File: config.mk
export PLATFORM = sky130hd
export DESIGN_NAME = tlik_front
export DESIGN_NICKNAME = d
export VERILOG_FILES = /design/src/sv/two_link_arm_inverse_kinematics_top_macros.svh /design/src/sv/tlik_pkg.sv /design/src/sv/tlik_front.sv
export SDC_FILE = /design/constraint.sdc
export NUM_CORES = 1
export LEC_CHECK = 0
export BUFFER_PORTS_ARGS = -buffer_cell sky130_fd_sc_hd__buf_2
export CELL_PAD_IN_SITES_DETAIL_PLACEMENT = 0
export CELL_PAD_IN_SITES_GLOBAL_PLACEMENT = 1
export CORE_ASPECT_RATIO = 0.6
export CORE_UTILIZATION = 44
export CTS_CLUSTER_SIZE = 40
export DETAILED_ROUTE_END_ITERATION = 16
export PLACE_DENSITY_LB_ADDON = 0.1
export SLEW_MARGIN = 5
export SYNTH_ARGS = -nofsm -noshare
export SYNTH_HDL_FRONTEND = slang
export SYNTH_SLANG_ARGS = --single-unit
File: constraint.sdc
create_clock -name clk -period 8.06 [get_ports clk]
set_input_delay 1.209 -clock clk [delete_from_list [all_inputs] [get_ports clk]]
set_output_delay 1.209 -clock clk [all_outputs]
set_load 0.1 [all_outputs]
File: src/sv/two_link_arm_inverse_kinematics_top_macros.svh
// Assertion helpers for the top file, which checks its own logic.
`ifndef TWO_LINK_ARM_INVERSE_KINEMATICS_TOP_MACROS_SVH
`define TWO_LINK_ARM_INVERSE_KINEMATICS_TOP_MACROS_SVH

// Same-cycle implication, sampled on clk and ignored during reset.
`define TLIK_ASSERT_IMPLY(name, cond, expr) \
	name: assert property (@(posedge clk) disable iff (!arst_n) (cond) |-> (expr)) \
		else $error("tlik: same-cycle check failed");

// Next-cycle implication, sampled on clk and ignored during reset.
`define TLIK_ASSERT_NEXT(name, cond, expr) \
	name: assert property (@(posedge clk) disable iff (!arst_n) (cond) |=> (expr)) \
		else $error("tlik: next-cycle check failed");

`endif

File: src/sv/tlik_pkg.sv
package tlik_pkg;

	localparam int POS_W = 20;
	localparam int LEN_W = 16;
	localparam int DELTA_W = 16;
	localparam int CFG_IDX_W = 1;
	localparam int QUEUE_DEPTH = 2;

	typedef enum logic [CFG_IDX_W-1:0] {
		CFG_UPPER_LEN = 1'b0,
		CFG_LOWER_LEN = 1'b1
	} cfg_idx_t;

	localparam logic [LEN_W-1:0] UPPER_LEN_RST = 16'd14592;
	localparam logic [LEN_W-1:0] LOWER_LEN_RST = 16'd20224;
	localparam logic signed [POS_W-1:0] WRIST_X_RST = -20'sd7588;
	localparam logic signed [POS_W-1:0] WRIST_Y_RST = 20'sd7296;

	localparam int SH_MAX = 34560;
	localparam int EL_MIN = 1920;
	localparam int EL_MAX = 13440;

	typedef struct packed {
		logic signed [POS_W-1:0] x;
		logic signed [POS_W-1:0] y;
	} point_t;

	typedef struct packed {
		logic [15:0] shoulder;
		logic [13:0] elbow;
		logic [11:0] ticks0;
		logic [11:0] ticks1;
		logic signed [POS_W-1:0] wx;
		logic signed [POS_W-1:0] wy;
		logic signed [POS_W-1:0] ex;
		logic signed [POS_W-1:0] ey;
		logic unreach;
	} result_t;

	typedef enum logic [4:0] {
		ST_IDLE,
		ST_SQUARE,
		ST_ROOT_INIT,
		ST_ROOT,
		ST_DEN,
		ST_DIV_INIT,
		ST_DIV,
		ST_ACOS_SQ0,
		ST_ACOS_SQ1,
		ST_ACOS_ROOT,
		ST_ATAN_INIT,
		ST_ATAN,
		ST_THETA,
		ST_SC_INIT,
		ST_SINCOS,
		ST_ELBOW,
		ST_SCALE,
		ST_PULSE,
		ST_TICKS,
		ST_DONE
	} solve_state_t;

endpackage

File: src/sv/tlik_front.sv
module tlik_front (
	input  logic clk,
	input  logic arst_n,
	input  logic in_valid,
	output logic in_stall,
	input  logic signed [tlik_pkg::DELTA_W-1:0] delta_x,
	input  logic signed [tlik_pkg::DELTA_W-1:0] delta_y,
	input  logic q_full,
	output logic q_push,
	output tlik_pkg::point_t q_data
);
	import tlik_pkg::*;

	localparam logic signed [POS_W:0] POS_HI = (POS_W+1)'((1 << (POS_W-1)) - 1);
	localparam logic signed [POS_W:0] POS_LO = -(POS_W+1)'(1 << (POS_W-1));

	logic signed [POS_W-1:0] wrist_x_q, wrist_y_q;
	logic signed [POS_W:0] sum_x, sum_y;

	function automatic logic signed [POS_W-1:0] sat(input logic signed [POS_W:0] v);
		logic signed [POS_W:0] r;
		r = v;
		if (v > POS_HI) r = POS_HI;
		if (v < POS_LO) r = POS_LO;
		return r[POS_W-1:0];
	endfunction

	assign in_stall = q_full;
	assign q_push = in_valid && !q_full;
	assign sum_x = (POS_W+1)'(wrist_x_q) + (POS_W+1)'(delta_x);
	assign sum_y = (POS_W+1)'(wrist_y_q) + (POS_W+1)'(delta_y);
	assign q_data.x = sat(sum_x);
	assign q_data.y = sat(sum_y);

	always_ff @(posedge clk or negedge arst_n) begin
		if (!arst_n) begin
			wrist_x_q <= WRIST_X_RST;
			wrist_y_q <= WRIST_Y_RST;
		end else if (q_push) begin
			wrist_x_q <= q_data.x;
			wrist_y_q <= q_data.y;
		end
	end

endmodule

==> Yosys cells after proc, flatten, opt, wreduce, memory -nomap -nowiden <==
Cells that the tools add are included.
{ "word_totals": {"regBits": 40, "input_bits": 36, "word_cells": 14, "output_inout_bits": 42} }
{ "op_classes": {"order_cmp": 4, "reduce_logical": 2, "mux": 4, "add_sub_neg": 2} }
{ "op_table": {"columns": ["operator", "count"], "rows": [
  ["$mux W20", 4],
  ["$add A20 B16 Y21", 2],
  ["$gt A21 B20 Y1 const B", 2],
  ["$lt A21 B20 Y1 const B", 2],
  ["$logic_and A1 B1 Y1", 1],
  ["$logic_not A1 Y1", 1]
]} }

==> Longest topological paths before layout <==
{ "logic_depth": {"depth_word": 4, "ltp_mapped": 13, "ltp_nobuf": 11} }

==> Worst setup path after synthesis <==
No wires, ideal clock.
{ "synth_timing": {"kind": "input port to output port", "start": "in delta_x[0] in the netlist's numbering", "end": "out q_data[30] in the netlist's numbering", "stages": 12, "required_ps": 6851, "path_buffers": 1, "setup_slack_ps": 1886, "arrival_time_ps": 4965, "path_cell_list": "ha_1 > inv_1 > fa_1 > nor2b_1 > o211ai_1 > a211oi_2 > nor3_1 > a221o_1 > nor2_4 > buf_4 > nor2_1 > nor2_1"} }
{ "synth_lines": {"columns": ["element", "line_no", "rtl"], "rows": [
  ["start: declaration", "tlik_front.sv:6", "input logic signed [tlik_pkg::DELTA_W-1:0] delta_x,"],
  ["end: declaration", "tlik_front.sv:10", "output tlik_pkg::point_t q_data"]
]} }

==> results.yml <==
floorplan:
  die_y_um: 73.7
  die_w_um: 121
  num_rows: 25
  coreArea_sq_mm: 0.00807
  io_pins: 78
  initial_core_util_pct: 46.7
  dieArea_sq_mm: 0.00895
grt:
  grt_pass1_vias: 3164
  grt_max_degree: 41
  track_usage_pct: 23.9
  grt_pass1_wl_mm: 16.4
  antenna_found_initial: 0
  grt-ovfl-total: 0
logic_synthesis:
  synth_edf_count: 0
  seq_area_frac_synth_pct: 27.1
  syn_area_per_cell_sq_um: 7.87
  ys_warn_count: 0
  syn_area_sq_mm: 0.00377
  synth.distinct_cells: 60
  synth_fp_nets: 557
  synthFlopType: "dfrtp_1"
  synth_seq_cells: 40
  synthArstFlopShare_pct: 100
  syn_inst: 479
worst_setup_path:
  critPathRequiredTime_ns: 6.85
  r2r_end: "wrist_y_q[1]"
  cp.arrival_ns: 4.42
  crit_type: "input pin to primary output"
  critPathLaunchType: "input pin"
  max_stage_delay_ns: 0.62
  rr_startpoint: "wrist_y_q[0]"
  reg2reg_slack_ns: 4.80
  crit_family: "compound AO/OA/AOI/OAI gates"
  worst-path-buf-inv: 3
  r2r_cells: 11
  cp_max_fo: 18
  worstPathCellList: "buf_2 -> ha_1 -> inv_1 -> fa_1 -> nand2b_1 -> a21oi_1 -> o21ai_0 -> o21ai_1 -> o21a_1 -> and2_1 -> a21oi_1 -> nor2_1 -> buf_2"
  critPathSlowestCell: "and2_1"
  worstSetupEndpointType: "primary output"
clocking:
  cts_tree: "done"
  cts.sinks: 40
  cts_buffer_depth: 2
  clk_latency_ns: 0.29
  path_clk_slew_ns: 0.06
  post_cts_buffers: 0
  cts_resized: 0
  cts.htree.levels: 2
  ctsHoldBuffers: 0
  cts_made_buffers: 5
  cts_root_buffer: "clkbuf_16"
placement:
  io_buffers: 77
  place_ws_ns: 2.39
  place_hpwl_mm: 7.63
  gp_congestion: 0.884
status:
  status: "finished clean"
drt:
  wl_mm: 10.3
  route.vias.total: 3628
  vias_per_cell: 5.51
  drc_errors: 0
  drt_iter0_drc: 203
  drt-pass1-iter-count: 5
  wire_per_inst_um: 15.6
  ant_nets: 0
sta:
  period_needed_ns: 5.63
  slew-limit-headroom_pct: 32.4
  drv_slew: 0
  fin_skew_ns: 0.00445
  finalWorstSetupSlack_ns: 2.43
  worst_pin_slew_ns: 1.01
  period_share_pct: 69.9
  tns_ns: 0
  final-hold-violation-count: 0
  fmax_ghz: 0.178
  rsz0062_at_grt: "no"
  setup-violations-final: 0
layout:
  layout-drive-gt1-share_pct: 22.5
  nets: 627
  num-fill-cells: 796
  final_util_pct: 54.0
  area_growth_pct: 15.7
  diodes: 0
hold_path:
  min_to: "wrist_x_q[18]"
  whs_path_depth: 2
  holdCritPathClass: "flop to flop"
  worstHoldStart: "wrist_x_q[18]"
job:
  cap_viol_max_count: 0
==> flip-flops by register name, summed over array words and instances (netlist names) <==
register / flops
wrist_y_q: 20
wrist_x_q: 20
==> tightest hold or removal path, stage by stage (launching register included) <==
cell and delay, ns:
dfstp_2 0.37, nand2_1 0.06, o21ai_2 0.05
==> cell usage in the layout (no fill, tap or decap), types with 2 or more instances in the layout <==
cell type and instances:
and3_1 2, a31oi_1 4, nor2b_1 5, nand4_1 5
dfstp_2 16, o21ai_0 45, nand2_1 62, a211oi_1 3
xor2_1 11, inv_1 18, nor3_1 4, or3_1 2
ha_1 40, buf_2 77, o31ai_1 2, mux2_2 3
nor2_1 81, o211ai_1 7, nand2b_1 6, a21oi_1 34
o21bai_1 4, and2_1 2, xnor2_1 22, fa_1 2
o21a_1 4, clkbuf_1 2, a21o_1 5, dfrtp_1 24
nand3_1 6, o221ai_1 2, a221o_1 2, o21ai_1 5
clkbuf_16 5, o21ai_2 10, buf_4 3
==> kinds of logic after synthesis <==
family	synth area share, %
xor gates and xnor gates	7.67
muxes	1.16
buffers and inverters	4.35
DFF	27.1
AOI/OAI and AO/OA	24.4
adders and majority gates	14.6
and+or+nand+nor	20.7
==> cell usage after synthesis, types with 6 or more instances <==
library cell	n	area share, %
ha_1	40	13
o21ai_2	10	2.3
inv_1	18	1.8
o21ai_0	45	6.0
nand2b_1	6	1.0
dfstp_2	16	11
clkbuf_1	7	0.70
nand2_1	62	6.2
xnor2_1	22	5.1
xor2_1	11	2.6
nor2_1	81	8.1
a21oi_1	34	4.5
o211ai_1	7	1.4
dfrtp_1	24	16
nand3_1	6	0.80
==> per-stage QoR <==
stage | cells | hold slack [ns] | instance area [sq um]
final | 658 | 0.473 | 4360
after global routing | 658 | 0.482 | 4360
after CTS | 658 | 0.475 | 4360
after detailed placement | 650 | 0.460 | 4220
after global placement | 650 | 0.453 | 4220
after floorplan | 479 | 0.448 | 3770
==> layer usage <==
layer  track usage [%]  wire [um]  up-vias
met2              31.1       3710      116
met3              3.88        661        8
li1                  -          -     1834
met1              39.1       5850     1670
met5                 0          0        -
met4              5.21         72        0
==> layout make-up <==
| class | instances | area [sq um] | share of cell area [%] |
|---|---|---|---|
| multi-input cells | 404 | 2580 | 59.2 |
| flip-flops and latches | 40 | 1020 | 23.4 |
| repair buffers | 80 | 408 | 9.35 |
| clock buffers | 8 | 146 | 3.36 |
| well taps | 108 | 135 | 3.10 |
| inverters | 18 | 67.6 | 1.55 |
==> worst max path at each step <==
stage | end | cells after the start | startpoint | slack (ns)
after CTS | q_data[2] | 13 | delta_y[0] | 2.39
after global routing | q_data[8] | 13 | delta_y[0] | 2.05
final | q_data[2] | 13 | delta_y[0] | 2.43
after global placement | q_data[2] | 13 | delta_y[0] | 2.51
after detailed placement | q_data[2] | 13 | delta_y[0] | 2.39
after floorplan | q_data[30] | 12 | delta_x[0] | 1.89
Power is left out: the tool's default activity adds up to more than one toggle a clock period on the data nets, which glitch-free logic cannot reach.
