### src/sv/two_link_arm_inverse_kinematics_top_macros.svh
// Assertion helpers for the top file, which checks its own logic.
`ifndef TWO_LINK_ARM_INVERSE_KINEMATICS_TOP_MACROS_SVH
`define TWO_LINK_ARM_INVERSE_KINEMATICS_TOP_MACROS_SVH

// Same-cycle implication, sampled on clk and ignored during reset.
`define TLIK_ASSERT_IMPLY(name, cond, expr) \
	name: assert property (@(posedge clk) disable iff (!arst_n) (cond) |-> (expr)) \
		else $error("tlik: same-cycle check failed");

// Next-cycle implication, sampled on clk and ignored during reset.
`define TLIK_ASSERT_NEXT(name, cond, expr) \
	name: assert property (@(posedge clk) disable iff (!arst_n) (cond) |=> (expr)) \
		else $error("tlik: next-cycle check failed");

`endif

### src/sv/tlik_pkg.sv
package tlik_pkg;

	localparam int POS_W = 20;
	localparam int LEN_W = 16;
	localparam int DELTA_W = 16;
	localparam int CFG_IDX_W = 1;
	localparam int QUEUE_DEPTH = 2;

	typedef enum logic [CFG_IDX_W-1:0] {
		CFG_UPPER_LEN = 1'b0,
		CFG_LOWER_LEN = 1'b1
	} cfg_idx_t;

	localparam logic [LEN_W-1:0] UPPER_LEN_RST = 16'd14592;
	localparam logic [LEN_W-1:0] LOWER_LEN_RST = 16'd20224;
	localparam logic signed [POS_W-1:0] WRIST_X_RST = -20'sd7588;
	localparam logic signed [POS_W-1:0] WRIST_Y_RST = 20'sd7296;

	localparam int SH_MAX = 34560;
	localparam int EL_MIN = 1920;
	localparam int EL_MAX = 13440;

	typedef struct packed {
		logic signed [POS_W-1:0] x;
		logic signed [POS_W-1:0] y;
	} point_t;

	typedef struct packed {
		logic [15:0] shoulder;
		logic [13:0] elbow;
		logic [11:0] ticks0;
		logic [11:0] ticks1;
		logic signed [POS_W-1:0] wx;
		logic signed [POS_W-1:0] wy;
		logic signed [POS_W-1:0] ex;
		logic signed [POS_W-1:0] ey;
		logic unreach;
	} result_t;

	typedef enum logic [4:0] {
		ST_IDLE,
		ST_SQUARE,
		ST_ROOT_INIT,
		ST_ROOT,
		ST_DEN,
		ST_DIV_INIT,
		ST_DIV,
		ST_ACOS_SQ0,
		ST_ACOS_SQ1,
		ST_ACOS_ROOT,
		ST_ATAN_INIT,
		ST_ATAN,
		ST_THETA,
		ST_SC_INIT,
		ST_SINCOS,
		ST_ELBOW,
		ST_SCALE,
		ST_PULSE,
		ST_TICKS,
		ST_DONE
	} solve_state_t;

endpackage

### src/sv/tlik_queue.sv
module tlik_queue #(
	parameter int DEPTH = tlik_pkg::QUEUE_DEPTH
) (
	input  logic clk,
	input  logic arst_n,
	input  logic push,
	input  tlik_pkg::point_t push_data,
	input  logic pop,
	output tlik_pkg::point_t pop_data,
	output logic not_empty,
	output logic full,
	output logic [$clog2(DEPTH+1)-1:0] level
);
	import tlik_pkg::*;

	localparam int PTR_W = (DEPTH > 1) ? $clog2(DEPTH) : 1;
	localparam int CNT_W = $clog2(DEPTH+1);
	localparam logic [PTR_W-1:0] PTR_LAST = PTR_W'(DEPTH - 1);

	point_t mem_q [DEPTH];
	logic [PTR_W-1:0] wr_q, rd_q;
	logic [CNT_W-1:0] cnt_q;

	assign not_empty = (cnt_q != '0);
	assign full = (cnt_q == CNT_W'(DEPTH));
	assign level = cnt_q;
	assign pop_data = mem_q[rd_q];

	always_ff @(posedge clk) begin
		if (push) begin
			mem_q[wr_q] <= push_data;
		end
	end

	always_ff @(posedge clk or negedge arst_n) begin
		if (!arst_n) begin
			wr_q <= '0;
			rd_q <= '0;
			cnt_q <= '0;
		end else begin
			if (push) begin
				wr_q <= (wr_q == PTR_LAST) ? '0 : wr_q + 1'b1;
			end
			if (pop) begin
				rd_q <= (rd_q == PTR_LAST) ? '0 : rd_q + 1'b1;
			end
			if (push && !pop) begin
				cnt_q <= cnt_q + 1'b1;
			end else if (pop && !push) begin
				cnt_q <= cnt_q - 1'b1;
			end
		end
	end

endmodule

### config.mk
export PLATFORM = sky130hd
export DESIGN_NAME = tlik_queue
export DESIGN_NICKNAME = d
export VERILOG_FILES = /design/src/sv/two_link_arm_inverse_kinematics_top_macros.svh /design/src/sv/tlik_pkg.sv /design/src/sv/tlik_queue.sv
export SDC_FILE = /design/constraint.sdc
export NUM_CORES = 1
export LEC_CHECK = 0
export BUFFER_PORTS_ARGS = -buffer_cell sky130_fd_sc_hd__clkbuf_2
export CORE_MARGIN = 8
export CORE_UTILIZATION = 56
export CTS_CLUSTER_DIAMETER = 40
export DETAILED_ROUTE_END_ITERATION = 8
export PLACE_DENSITY = 0.84
export SLEW_MARGIN = 30
export SYNTH_ARGS = -nofsm -noshare
export SYNTH_HDL_FRONTEND = slang
export SYNTH_SLANG_ARGS = --single-unit
### constraint.sdc
create_clock -name clk -period 7.6 [get_ports clk]
set_clock_uncertainty 0.15 [all_clocks]
set_input_delay 0.38 -clock clk [delete_from_list [all_inputs] [get_ports clk]]
set_output_delay 0.38 -clock clk [all_outputs]
set_load 0.02 [all_outputs]
## After elaboration in Yosys (flattened, before gate mapping)

Memory sizes are Yosys's and may differ from the RTL's.
Index checks and enable logic that the tools add are counted.

- Add/sub/neg operators: 4
- Div/mod/pow operators: 0
- Magnitude comparators: 0
- Shift-type cells: 0
- Equal/unequal tests: 1
- Multiplexer cells: 6
- Reductions and logical operators: 6
- Multipliers: 0
- Bitwise gates (word level): 0

Operators by type and width:

| cell | number |
|---|---|
| two-way mux 1 bit | 4 |
| two-way mux 2 bit | 2 |
| nonzero test 2 bit | 2 |
| adder 1 bit, second input constant | 2 |
| adder 2 x 1 -> 2 bit, second input constant | 1 |
| equality test 2 bit, second input constant | 1 |
| logical AND 1 bit | 2 |
| logical NOT 1 bit | 2 |
| subtractor 2 x 1 -> 2 bit, second input constant | 1 |

- Output and inout bits: 44
- Bits in latches: 0
- Word-level logic and storage cells: 21
- Input bits: 44
- Memory bits (writable): 80
- Register bits: 4
- Memories: 1
- Memory bits (read-only): 0

Memories:

| name | depth | bits a word | read ports | clocked after memory_dff | wr ports | RTL line | RTL |
|---|---|---|---|---|---|---|---|
| mem_q | 2 | 40 | 1 | 0 | 1 | tlik_queue.sv:20 | `point_t mem_q [DEPTH];` |

## Logic depth before layout (Yosys ltp)

Gate-level depths: netlist of run 1.

- Depth in word-level cells: 4
- Gate-level depth with buffers: 5
- Depth with buffers taken out: 5

## Least setup slack after synthesis of run 1

OpenSTA, ideal clock, no wires.

- Kind: register -> register
- Start point: register wr_q
- End point: memory mem_q[0][0] in the netlist's numbering (enable)
- Arrival: 2193 ps
- Path slack: 4815 ps
- Period minus slack after synthesis: 2785 ps
- Buffers on the path: 0
- Setup time: 442 ps
- Data required time: 7008 ps
- Stages on the path, launching flop included: 2
- Cell sequence: dfrtp_1 > nor2b_1

RTL lines:

| item | RTL line | RTL |
|---|---|---|
| start: declaration | tlik_queue.sv:21 | `logic [PTR_W-1:0] wr_q, rd_q;` |
| start signal: assignment | tlik_queue.sv:42 | `wr_q <= (wr_q == PTR_LAST) ? '0 : wr_q + 1'b1;` |
| end: declaration | tlik_queue.sv:20 |  |

Straight into the memory's write port.

==> results.txt, run 1 <==
----------------------------------------------------
[Worst setup path]
  Worst-path cell chain ... buf_4 > mux2_2 > clkbuf_2
  Worst setup EP type ... primary output
  Peak per-stage delay on the critical path ... approximately 0.74 ns
  Startpoint kind of the worst setup timing path ... flop
  Critical path's top delay family ... flip-flops
  Highest fanout seen on the critical path ... 23
  Count of cells along the worst register-to-register path ... 2
  CP Data Required Time ... 7.07 ns
  Crit path kind ... reg2out
  Arrival time of the worst setup path ... 2.11 ns
  Register-to-register setup slack ... 5.97 ns
  FF-to-FF End ... mem_q[0][17]
  Cell type of the slowest stage on the worst timing path ... sky130_fd_sc_hd__dfrtp_2
  Beginning of the worst register-to-register path ... wr_q
  Critical path buffer and inverter count ... 2

[GRT]
  Antenna violations before repair ... 0
  First-pass GRT wire length ... 8630 um
  Total routing usage reported by global routing ... ~14%
  Number of global-route vias before repair ... 1684
  Maximum number of pins on one net before global-route repair ... between 40 and 50
  Remaining global-route overflow ... 0

[Floorplanning]
  Placeable Area ... between 5000 and 6000 um^2
  Width of the die ... 92.5 um
  Die Ht ... 92.5 um
  Top Ports ... 88
  Die footprint ... around 8600 um^2
  Std cell rows ... 28
  Initial Util ... 56.7%

[Synthesis]
  FF+latch count, synth ... 84
  Combined area of all synthesized cells ... 3280 um^2
  Synth area leader ... sky130_fd_sc_hd__edfxtp_1
  Number of warning messages in the yosys log ... 0
  Sequential fraction of the synthesis area ... 76.3%
  Number of nets in the synthesized netlist ... 186
  Count of mapped cells out of synthesis ... 141
  Proportion of netlist area held by the largest area contributor ... 73.3%
  Distinct cells, synth ... 14
  Cell types with the largest area share after synthesis ... sky130_fd_sc_hd__edfxtp_1 (73%), sky130_fd_sc_hd__mux2_4 (18%), sky130_fd_sc_hd__dfrtp_1 (3.1%)
  Synth Area per Inst ... approximately 23 um^2

[Power]
  Power Density ... 379 nW/um^2
  Leakage power ... 1.65 nW
  Worst vdd rail ir drop ... 0.320 mV

[STA]
  Final critical-path share of the clock period ... 34.8%
  Final Hold Viols ... 0
  Worst rel slew slack ... between 60% and 70%
  Final TNS setup ... 0 ns
  Count of pins over their slew limit ... 0
  Hold_ws ... between 0.07 and 0.08 ns
  Setup repair after global routing missed its margin ... false
  Final Setup Violations ... 0
  Crit path time final ... 2.64 ns
  Actual transition at the worst max-transition pin ... 0.588 ns
  Achievable clock frequency ... 0.378 GHz

[Routing]
  WL/cell ... about 18 um
  Via density per instance ... 4.82
  Wire length reported by the detailed router ... between 5000 and 6000 um
  First-pass iteration count of the detailed router ... 4
  Iteration-0 DRC Markers ... 61
  Vias after detailed routing ... 1527
  Antenna viol nets, final ... 0
  Number of DRC violations after detailed routing ... 0

[Clocking]
  Buffer count from post-CTS setup fixing ... 0
  Maximum root-to-sink buffer count ... 2
  Clk Latency, worst-skew pair ... 0.34 ns
  Sinks on Clock Net ... 84
  Inserted Clock Buffers ... 9
  Post-CTS Hold Buffers ... 1
  Cell at the root of the clock tree ... sky130_fd_sc_hd__clkbuf_8
  H-tree depth reported by CTS ... 3
  Number of gates resized after cts ... 0
  CTS tree ... built
  Clock-pin slew on the worst setup and hold paths ... 0.08 ns

[Cells and area]
  Fin area ... 3960 um^2
  Area growth, synth to finish ... 20.7%
  Antenna Cells ... 0
  Proportion of layout cells with a drive suffix above 1 ... 60.3%
  Finished Core Util ... 68.5%
  Final-stage net count ... 282

[Job]
  # Max-Cap Violations ... 0

[Placement]
  Number of I/O port buffers ... between 80 and 90
  RD Place Congestion ... 0.691
  HPWL reported at the end of detailed placement ... 3960 um
  DP Area ... 3760 um^2

[Min path]
  Worst hold stages ... 1
  Hold Crit Class ... in2reg
  Launch point of the worst hold path ... push_data[19]
  Worst-case hold path end point ... mem_q[1][19]

[Status]
  Status ... finished, final reports clean

----------------------------------------------------
==> kinds of logic after synthesis <==
family        share of synthesized area [%]
flops                                  76.3
mux                                    18.2
buf+inv                                2.90
xor+xnor                               1.34
simple gates                          0.878
fa+ha+maj                             0.381
==> layout make-up <==
class / count / area [um^2]
sequential: 84 / 2500
fill: 392 / 1820
multi-input combinational: 51 / 692
timing repair buffer: 90 / 480
clock buffer: 11 / 131
tap: 75 / 93.8
clock inverter: 5 / 52.6
inverter: 1 / 3.75
==> where the power goes <==
group / leakage [nW] / total [mW] / internal (mW) / switching (mW)
combinational: 0.759 / 0.532 / 0.248 / 0.284
sequential: 0.796 / 0.674 / 0.616 / 0.0576
clock: 0.0947 / 0.293 / 0.151 / 0.143
total: 1.65 / 1.50 / 1.01 / 0.484
==> cells in the final DEF, fill, tap and decap left out, types with 2 or more instances in the layout <==
| cell | Yosys | routed |
|---|---|---|
| sky130_fd_sc_hd__clkbuf_1 | 0 | 2 |
| sky130_fd_sc_hd__clkbuf_2 | 0 | 87 |
| sky130_fd_sc_hd__clkbuf_8 | 0 | 9 |
| sky130_fd_sc_hd__clkinv_2 | 0 | 2 |
| sky130_fd_sc_hd__dfrtp_1 | 4 | 3 |
| sky130_fd_sc_hd__edfxtp_1 | 80 | 80 |
| sky130_fd_sc_hd__mux2_4 | 39 | 39 |
| sky130_fd_sc_hd__xor2_1 | 4 | 4 |
==> sequential cells by signal (all words and copies together), names as in the netlist <==
register	cells
mem_q	80
level	2
rd_q	1
wr_q	1
==> worst register-to-register path, delay by kind of cell, from the launching register on <==
family	cells	cell delay (ns)
AND/OR/NAND/NOR	1	0.50
buffers and inverters	1	0.25
flip-flops	1	0.43
==> metal layers <==
metal / up-vias / track usage [%] / part of all wire (%)
met5: - / 0 / 0
met4: 0 / 8.05 / 1.3
met3: 5 / 4.05 / 5.9
met2: 47 / 24.6 / 56
met1: 735 / 13.5 / 37
li1: 740 / - / -
==> how the worst max path moves through the flow <==
stage	slack, ns	endpoint	startpoint	cells past startpoint
after floorplan	4.81	mem_q[0][0]	wr_q	1
after detailed placement	5.29	pop_data[19]	rd_q	3
after global placement	5.30	pop_data[19]	rd_q	3
after global routing	4.84	pop_data[19]	rd_q	3
final	4.96	pop_data[19]	rd_q	3
after CTS	4.90	pop_data[19]	rd_q	3
==> synth_stat cells <==
| library cell | count |
|---|---|
| sky130_fd_sc_hd__and2_1 | 1 |
| sky130_fd_sc_hd__buf_12 | 4 |
| sky130_fd_sc_hd__buf_6 | 1 |
| sky130_fd_sc_hd__dfrtp_1 | 4 |
| sky130_fd_sc_hd__edfxtp_1 | 80 |
| sky130_fd_sc_hd__ha_1 | 1 |
| sky130_fd_sc_hd__inv_1 | 1 |
| sky130_fd_sc_hd__mux2_2 | 1 |
| sky130_fd_sc_hd__mux2_4 | 39 |
| sky130_fd_sc_hd__nor2_1 | 1 |
| sky130_fd_sc_hd__nor2b_1 | 2 |
| sky130_fd_sc_hd__or2_2 | 1 |
| sky130_fd_sc_hd__xnor2_1 | 1 |
| sky130_fd_sc_hd__xor2_1 | 4 |
==> stage by stage <==
step / std cells / power, mW / worst slack (ns)
2_1_floorplan: 141 / 1.11 / 4.81
3_3_place_gp: 299 / 1.21 / 5.30
3_5_place_dp: 300 / 1.23 / 5.29
4_1_cts: 317 / 1.52 / 4.90
5_1_grt: 317 / 1.57 / 4.84
6_report: 317 / 1.50 / 4.96
Note: power is estimated with default switching activity, not from simulation.
==> inputs of run 2 (changes only) <==
CORE_UTILIZATION = 47   (was 56)
PLACE_DENSITY = 0.75   (was 0.84)
clock period = 2.17 ns   (was 7.6 ns; I/O delays follow)
==> run 2 against run 1 <==
Effect of this change:
- global-route usage is 1.2 points lower
- count of clock-buffer cells in the layout did not move
- via count is 13% higher
- register-to-register slack got worse by 5.4 ns
- sequential power rose to 3.5 times the previous value
==> results.txt, run 2 (synthesized netlist as in run 1, its figures left out) <==
----------------------------------------------------
[STA]
  Final TNS setup ... 0 ns
  Setup WS post-layout ... 0.185 ns
  Hold_ws ... 0.353 ns
  Crit path time final ... 1.98 ns
  Achievable clock frequency ... 0.504 GHz
  Final critical-path share of the clock period ... 91.5%
  Worst rel slew slack ... 69.8%
  Count of pins over their slew limit ... 0
  Final Setup Violations ... 0
  Setup repair after global routing missed its margin ... false
  Final Hold Viols ... 0
  Actual transition at the worst max-transition pin ... 0.453 ns

[Clocking]
  Sinks on Clock Net ... 84
  Clk Latency, worst-skew pair ... 0.33 ns
  H-tree depth reported by CTS ... 3
  Number of gates resized after cts ... 0
  CTS tree ... built
  Maximum root-to-sink buffer count ... 2
  Cell at the root of the clock tree ... sky130_fd_sc_hd__clkbuf_8
  Clock-pin slew on the worst setup and hold paths ... about 0.080 ns
  Inserted Clock Buffers ... 9
  Buffer count from post-CTS setup fixing ... 0

[Cells and area]
  Finished Core Util ... around 66%
  Final-stage net count ... 329
  Fillers ... 472
  Most common library cell in the layout ignoring fill and taps ... sky130_fd_sc_hd__clkbuf_2
  Flip-flop and latch area ... 2500 um^2
  Largest Register ... mem_q
  Antenna Cells ... 0
  Proportion of layout cells with a drive suffix above 1 ... between 50% and 60%
  Area growth, synth to finish ... 35.4%
  Max reg flops ... 80
  Area taken by multi-input logic gates ... 691 um^2
  Commonest cells after routing, fill and taps aside ... sky130_fd_sc_hd__clkbuf_2 (87), sky130_fd_sc_hd__edfxtp_1 (80), sky130_fd_sc_hd__dlygate4sd3_1 (44), sky130_fd_sc_hd__mux2_4 (39), sky130_fd_sc_hd__clkbuf_8 (9)

[Placement]
  Number of I/O port buffers ... 87
  HPWL reported at the end of detailed placement ... approximately 4100 um
  Post-Place Setup Slack ... 0.545 ns
  RD Place Congestion ... 0.706

[Floorplanning]
  Std cell rows ... 30
  Top Ports ... 88
  Initial Util ... 48.5%
  Die Ht ... 99.5 um
  Width of the die ... between 90 and 100 um
  Die footprint ... around 10000 um^2
  Placeable Area ... 6760 um^2

[Status]
  Status ... finished, final reports clean

[GRT]
  Maximum number of pins on one net before global-route repair ... 17
  First-pass GRT wire length ... 9460 um
  Routing layer with the top usage in global route ... met2
  Number of global-route vias before repair ... 1943
  Global routing usage on met3 ... 5.17%
  Met2 demand-to-capacity share in global routing ... 22.5%
  Antenna violations before repair ... 0
  Remaining global-route overflow ... 0
  Total routing usage reported by global routing ... 12.4%
  Met1 global-route usage ... between 10% and 20%

[Routing]
  Iteration-0 DRC Markers ... between 50 and 60
  Number of DRC violations after detailed routing ... 0
  First-pass iteration count of the detailed router ... 4
  WL/cell ... 16.4 um
  Via density per instance ... 4.67
  Antenna viol nets, final ... 0
  Wire length reported by the detailed router ... around 6000 um
  Vias after detailed routing ... 1724

[Worst setup path]
  CP Data Required Time ... ~1.9 ns
  Crit path kind ... reg2out
  Arrival time of the worst setup path ... 1.73 ns
  Register-to-register setup slack ... 0.59 ns
  Beginning of the worst register-to-register path ... wr_q
  Worst setup EP type ... primary output
  FF-to-FF End ... mem_q[1][16]
  Count of cells along the worst register-to-register path ... 2
  Startpoint kind of the worst setup timing path ... flop
  Highest fanout seen on the critical path ... 15

[Power]
  Power Density ... roughly 1200 nW/um^2
  Worst vdd rail ir drop ... 0.638 mV
  Leakage power ... 1.85 nW

[Min path]
  Worst hold stages ... 2
  Launch point of the worst hold path ... push_data[14]
  Worst-case hold path end point ... mem_q[1][14]
  Hold Crit Class ... in2reg

[Job]
  # Max-Cap Violations ... 0

----------------------------------------------------
-- run 2: cell types whose count changed in the layout (fill, tap and decap cells not counted), sizes merged --
cell         change
dlygate4sd3     +43
clkinv           -1
buf              +4
clkinvlp         +1
-- run 2: through the flow --
stage,cells,power [mW],area [um^2]
finish,369,5.41,4440
global route,369,5.66,4440
CTS,369,5.47,4440
detailed placement,309,4.38,3820
global placement,309,4.35,3820
floorplan,141,3.88,3280
-- run 2: worst max-delay path by stage --
| stage | startpoint | to | slack, ns |
|---|---|---|---|
| 2_1_floorplan | wr_q | mem_q[0][0] | 0.15 |
| 3_3_place_gp | rd_q | pop_data[1] | 0.56 |
| 3_5_place_dp | wr_q | mem_q[1][12] | 0.55 |
| 4_1_cts | rd_q | pop_data[1] | 0.17 |
| 5_1_grt | rd_q | pop_data[8] | 0.11 |
| 6_report | rd_q | pop_data[8] | 0.19 |
-- run 2: report_power, final --
part,switching (mW),internal (mW),leakage [nW]
combinational,1.07,0.980,0.963
sequential,0.178,2.16,0.796
clock,0.501,0.527,0.0931
-- run 2: timing repair --
item,CTS,global route
endpoints found under the hold margin,86,0
endpoints found under the setup margin,0,0
hold buffers,44,0
-- run 2: final cells by class --
cell class | instances | area share, %
flip-flops and latches | 84 | 56.4
repair buffers | 137 | 21.6
multi-input cells | 51 | 15.6
clock buffers | 11 | 2.96
well taps | 80 | 2.25
clock inverters | 5 | 1.18
inverters | 1 | 0.0845
-- run 2: worst max-delay path: stages, from the launching register on --
cell	delay [ns]
sky130_fd_sc_hd__dfrtp_2	0.66
sky130_fd_sc_hd__buf_12	0.23
sky130_fd_sc_hd__mux2_4	0.32
sky130_fd_sc_hd__clkbuf_2	0.17
-- run 2: metal layers --
metal / vias to the layer above / routed length [um]
met4: 0 / 84
met1: 838 / 2340
li1: 833 / -
met3: 7 / 371
met2: 46 / 3240
met5: - / 0
==> inputs of run 3 (changes only) <==
ABC_AREA = 1   (was default)
RECOVER_POWER = 25   (was default)
==> run 3 against run 2 <==
Effect of this change:
- routed wire length is 1.5% higher
- final cell count up 6.8%
- global-route usage increased by 0.47 points
- via count up 3.5%
- non-clock buffer count did not move
- count of clock-buffer cells in the layout fell by 2
- combinational power about the same
- register-to-register slack improved by 0.19 ns
- flip-flop and latch count stayed put
- maximum frequency grew 1.8%
- first-iteration DRC count is 59% higher
- cell area rose by 0.23%
- critical path type unchanged
==> results.txt, run 3 <==
----------------------------------------------------
[Status]
  Status ... finished, final reports clean

[Worst setup path]
  Arrival time of the worst setup path ... 1.69 ns
  Startpoint kind of the worst setup timing path ... flop
  CP Data Required Time ... 1.91 ns
  Highest fanout seen on the critical path ... 18
  FF-to-FF End ... mem_q[0][26]
  Crit. Startpoint ... rd_q
  Worst setup EP type ... primary output
  Register-to-register setup slack ... between 0.7 and 0.8 ns
  Beginning of the worst register-to-register path ... wr_q
  Count of cells along the worst register-to-register path ... 2
  Crit path kind ... reg2out
  Critical path destination ... pop_data[36]

[STA]
  Final TNS setup ... 0 ns
  Final Hold Viols ... 0
  Final Setup Violations ... 0
  Setup WS post-layout ... 0.221 ns
  Actual transition at the worst max-transition pin ... 0.395 ns
  Setup repair after global routing missed its margin ... false
  Crit path time final ... between 1.5 and 2 ns
  Count of pins over their slew limit ... 0
  Final critical-path share of the clock period ... 89.8%
  Hold_ws ... ~0.35 ns
  Achievable clock frequency ... 0.513 GHz
  Worst rel slew slack ... 73.7%

[Synthesis]
  FF+latch count, synth ... 84
  Synthesized-area fraction occupied by and/or/nand/nor cells ... between 1 and 1.5%
  Combined area of all synthesized cells ... 3300 um^2
  Sequential fraction of the synthesis area ... 75.9%
  Largest family of logic cells by synthesized area ... multiplexers
  Number of warning messages in the yosys log ... 0
  Adder-cell share of the synthesized area ... 0.380%
  Commonest cells in the netlist ... sky130_fd_sc_hd__edfxtp_1 (80), sky130_fd_sc_hd__mux2_4 (39), sky130_fd_sc_hd__inv_1 (7), sky130_fd_sc_hd__nand2_1 (6)
  Synth area leader ... sky130_fd_sc_hd__edfxtp_1
  Distinct cells, synth ... 14
  Cell types with the largest area share after synthesis ... sky130_fd_sc_hd__edfxtp_1 (73%), sky130_fd_sc_hd__mux2_4 (18%), sky130_fd_sc_hd__dfrtp_1 (3.0%)
  Compound-gate portion of the synthesized area ... 0%
  Most common flop cell mapped by yosys ... sky130_fd_sc_hd__edfxtp_1
  Proportion of netlist area held by the largest area contributor ... 72.9%
  Xor/xnor cell area share of the yosys netlist ... 0.797%
  EDFF count, synth ... 80
  Number of nets in the synthesized netlist ... 195
  Post-synth ARST share ... 4.76%
  Count of mapped cells out of synthesis ... 150
  Multiplexer area fraction after synthesis ... 18.1%
  Synth Area per Inst ... 22.0 um^2
  Most frequently used cell type in the post-synthesis netlist ... sky130_fd_sc_hd__edfxtp_1

[Placement]
  Post-Place Setup Slack ... 0.568 ns
  HPWL reported at the end of detailed placement ... 4070 um
  DP Cell Count ... 334
  RD Place Congestion ... 0.652
  Number of I/O port buffers ... between 80 and 90

[Clocking]
  CTS tree ... built
  Clock-pin slew on the worst setup and hold paths ... ~0.080 ns
  Cell at the root of the clock tree ... sky130_fd_sc_hd__clkbuf_8
  Sinks on Clock Net ... 84
  Clk Latency, worst-skew pair ... approximately 0.34 ns
  Inserted Clock Buffers ... 9
  H-tree depth reported by CTS ... 3
  Maximum root-to-sink buffer count ... 2

[Power]
  Leakage power ... 1.82 nW
  Switching Fraction ... 33.0%
  Net switching power figure ... 1.79 mW
  Worst vdd rail ir drop ... around 0.67 mV
  P_int ... 3.64 mW
  Part of the power in registers ... 42.7%
  Relative contribution of combinational cells to total power ... 37.8%
  Clock network power share ... around 20%
  Power Density ... 1220 nW/um^2

[Floorplanning]
  Std cell rows ... 30
  Top Ports ... 88
  Die footprint ... 9950 um^2
  Placeable Area ... 6790 um^2
  Width of the die ... 99.8 um
  Die Ht ... about 100 um
  Initial Util ... between 40 and 50%

[Routing]
  First-pass iteration count of the detailed router ... 4
  Via density per instance ... ~4.5
  Number of DRC violations after detailed routing ... 0
  Iteration-0 DRC Markers ... 89
  WL/cell ... 15.5 um
  Wire length reported by the detailed router ... 6130 um
  Antenna viol nets, final ... 0
  Vias after detailed routing ... between 1.5k and 2k

[GRT]
  Number of global-route vias before repair ... approximately 2.0k
  Remaining global-route overflow ... 0
  Antenna violations before repair ... 0
  First-pass GRT wire length ... 9780 um
  Maximum number of pins on one net before global-route repair ... 27
  Total routing usage reported by global routing ... 12.9%

[Cells and area]
  Final-stage net count ... ~340
  Non-filler cells, final ... between 300 and 400
  Finished Core Util ... 65.5%
  Max reg flops ... 80
  Largest Register ... mem_q
  Proportion of layout cells with a drive suffix above 1 ... 44.6%
  Area growth, synth to finish ... 35.0%
  Most common library cell in the layout ignoring fill and taps ... sky130_fd_sc_hd__edfxtp_1
  Commonest cells after routing, fill and taps aside ... sky130_fd_sc_hd__edfxtp_1 (80), sky130_fd_sc_hd__clkbuf_2 (70), sky130_fd_sc_hd__dlygate4sd3_1 (44), sky130_fd_sc_hd__mux2_4 (39), sky130_fd_sc_hd__clkbuf_1 (16)
  Antenna Cells ... 0

[Min path]
  Hold Crit Class ... in2reg

[Job]
  # Max-Cap Violations ... 0

----------------------------------------------------
[run 3: cell count changes after synthesis]
cell	previous run	this run
sky130_fd_sc_hd__nand2_1	0	6
sky130_fd_sc_hd__and2_1	1	0
sky130_fd_sc_hd__nand4_1	0	1
sky130_fd_sc_hd__nor2_1	1	2
sky130_fd_sc_hd__or2_2	1	0
sky130_fd_sc_hd__nor2b_1	2	0
sky130_fd_sc_hd__nand3_1	0	1
sky130_fd_sc_hd__xor2_1	4	2
sky130_fd_sc_hd__inv_1	1	7
[run 3: repair_timing]
action / 4_1_cts / 5_1_grt
endpoints found under the hold margin: 86 / 0
gates resized for setup: 0 / 0
hold buffers: 44 / 0
buffers inserted: 0 / 0
endpoints found under the setup margin: 0 / 0
[run 3: area by class of cell]
| type | instances | area (um^2) |
|---|---|---|
| tap | 96 | 120 |
| sequential | 84 | 2500 |
| timing repair buffer | 137 | 925 |
| clock buffer | 9 | 124 |
| clock inverter | 7 | 67.6 |
| inverter | 7 | 26.3 |
| fill | 480 | 2340 |
| multi-input combinational | 54 | 684 |
[run 3: per-layer routing]
layer	vias up	GRT usage (%)	share of wire [%]
li1	856	-	-
met1	863	13.5	40
met2	56	22.6	52
met3	9	4.47	6.8
met4	0	6.29	1.4
met5	-	0	0
[run 3: power by group through the flow]
stage	Sequential, mW	Clock (mW)	Combinational, mW
CTS	2.32	1.09	2.09
global placement	2.34	0	2.01
global route	2.35	1.14	2.19
finish	2.31	1.06	2.05
detailed placement	2.36	0	2.02
floorplan	2.30	0	1.58
[run 3: worst max-delay path, stage by stage (launching register included)]
cell,delay (ns)
sky130_fd_sc_hd__dfrtp_2,0.62
sky130_fd_sc_hd__buf_12,0.24
sky130_fd_sc_hd__mux2_4,0.32
sky130_fd_sc_hd__clkbuf_2,0.16
[run 3: cell families (layout without fill, tap and decap cells)]
family        Yosys count  after routing
xor+xnor                3              3
buf+inv                12            160
mux                    40             40
simple gates           10             10
fa+ha+maj               1              1
flops                  84             84
[run 3: worst min-delay path by stage]
stage	from	to	slack (ns)	depth (start not counted)
floorplan	arst_n	level[0]	-0.34	0
global placement	arst_n	level[0]	-0.23	1
detailed placement	arst_n	level[0]	-0.22	1
CTS	push_data[7]	mem_q[0][7]	0.33	2
global route	push_data[7]	mem_q[0][7]	0.33	2
finish	pop	rd_q	0.35	3
[run 3: per-stage QoR]
step                      power (mW)  instance area, um^2
after floorplan                 3.88                 3300
after global placement          4.35                 3840
after detailed placement        4.38                 3840
after CTS                       5.50                 4470
after global routing            5.68                 4450
final                           5.42                 4450
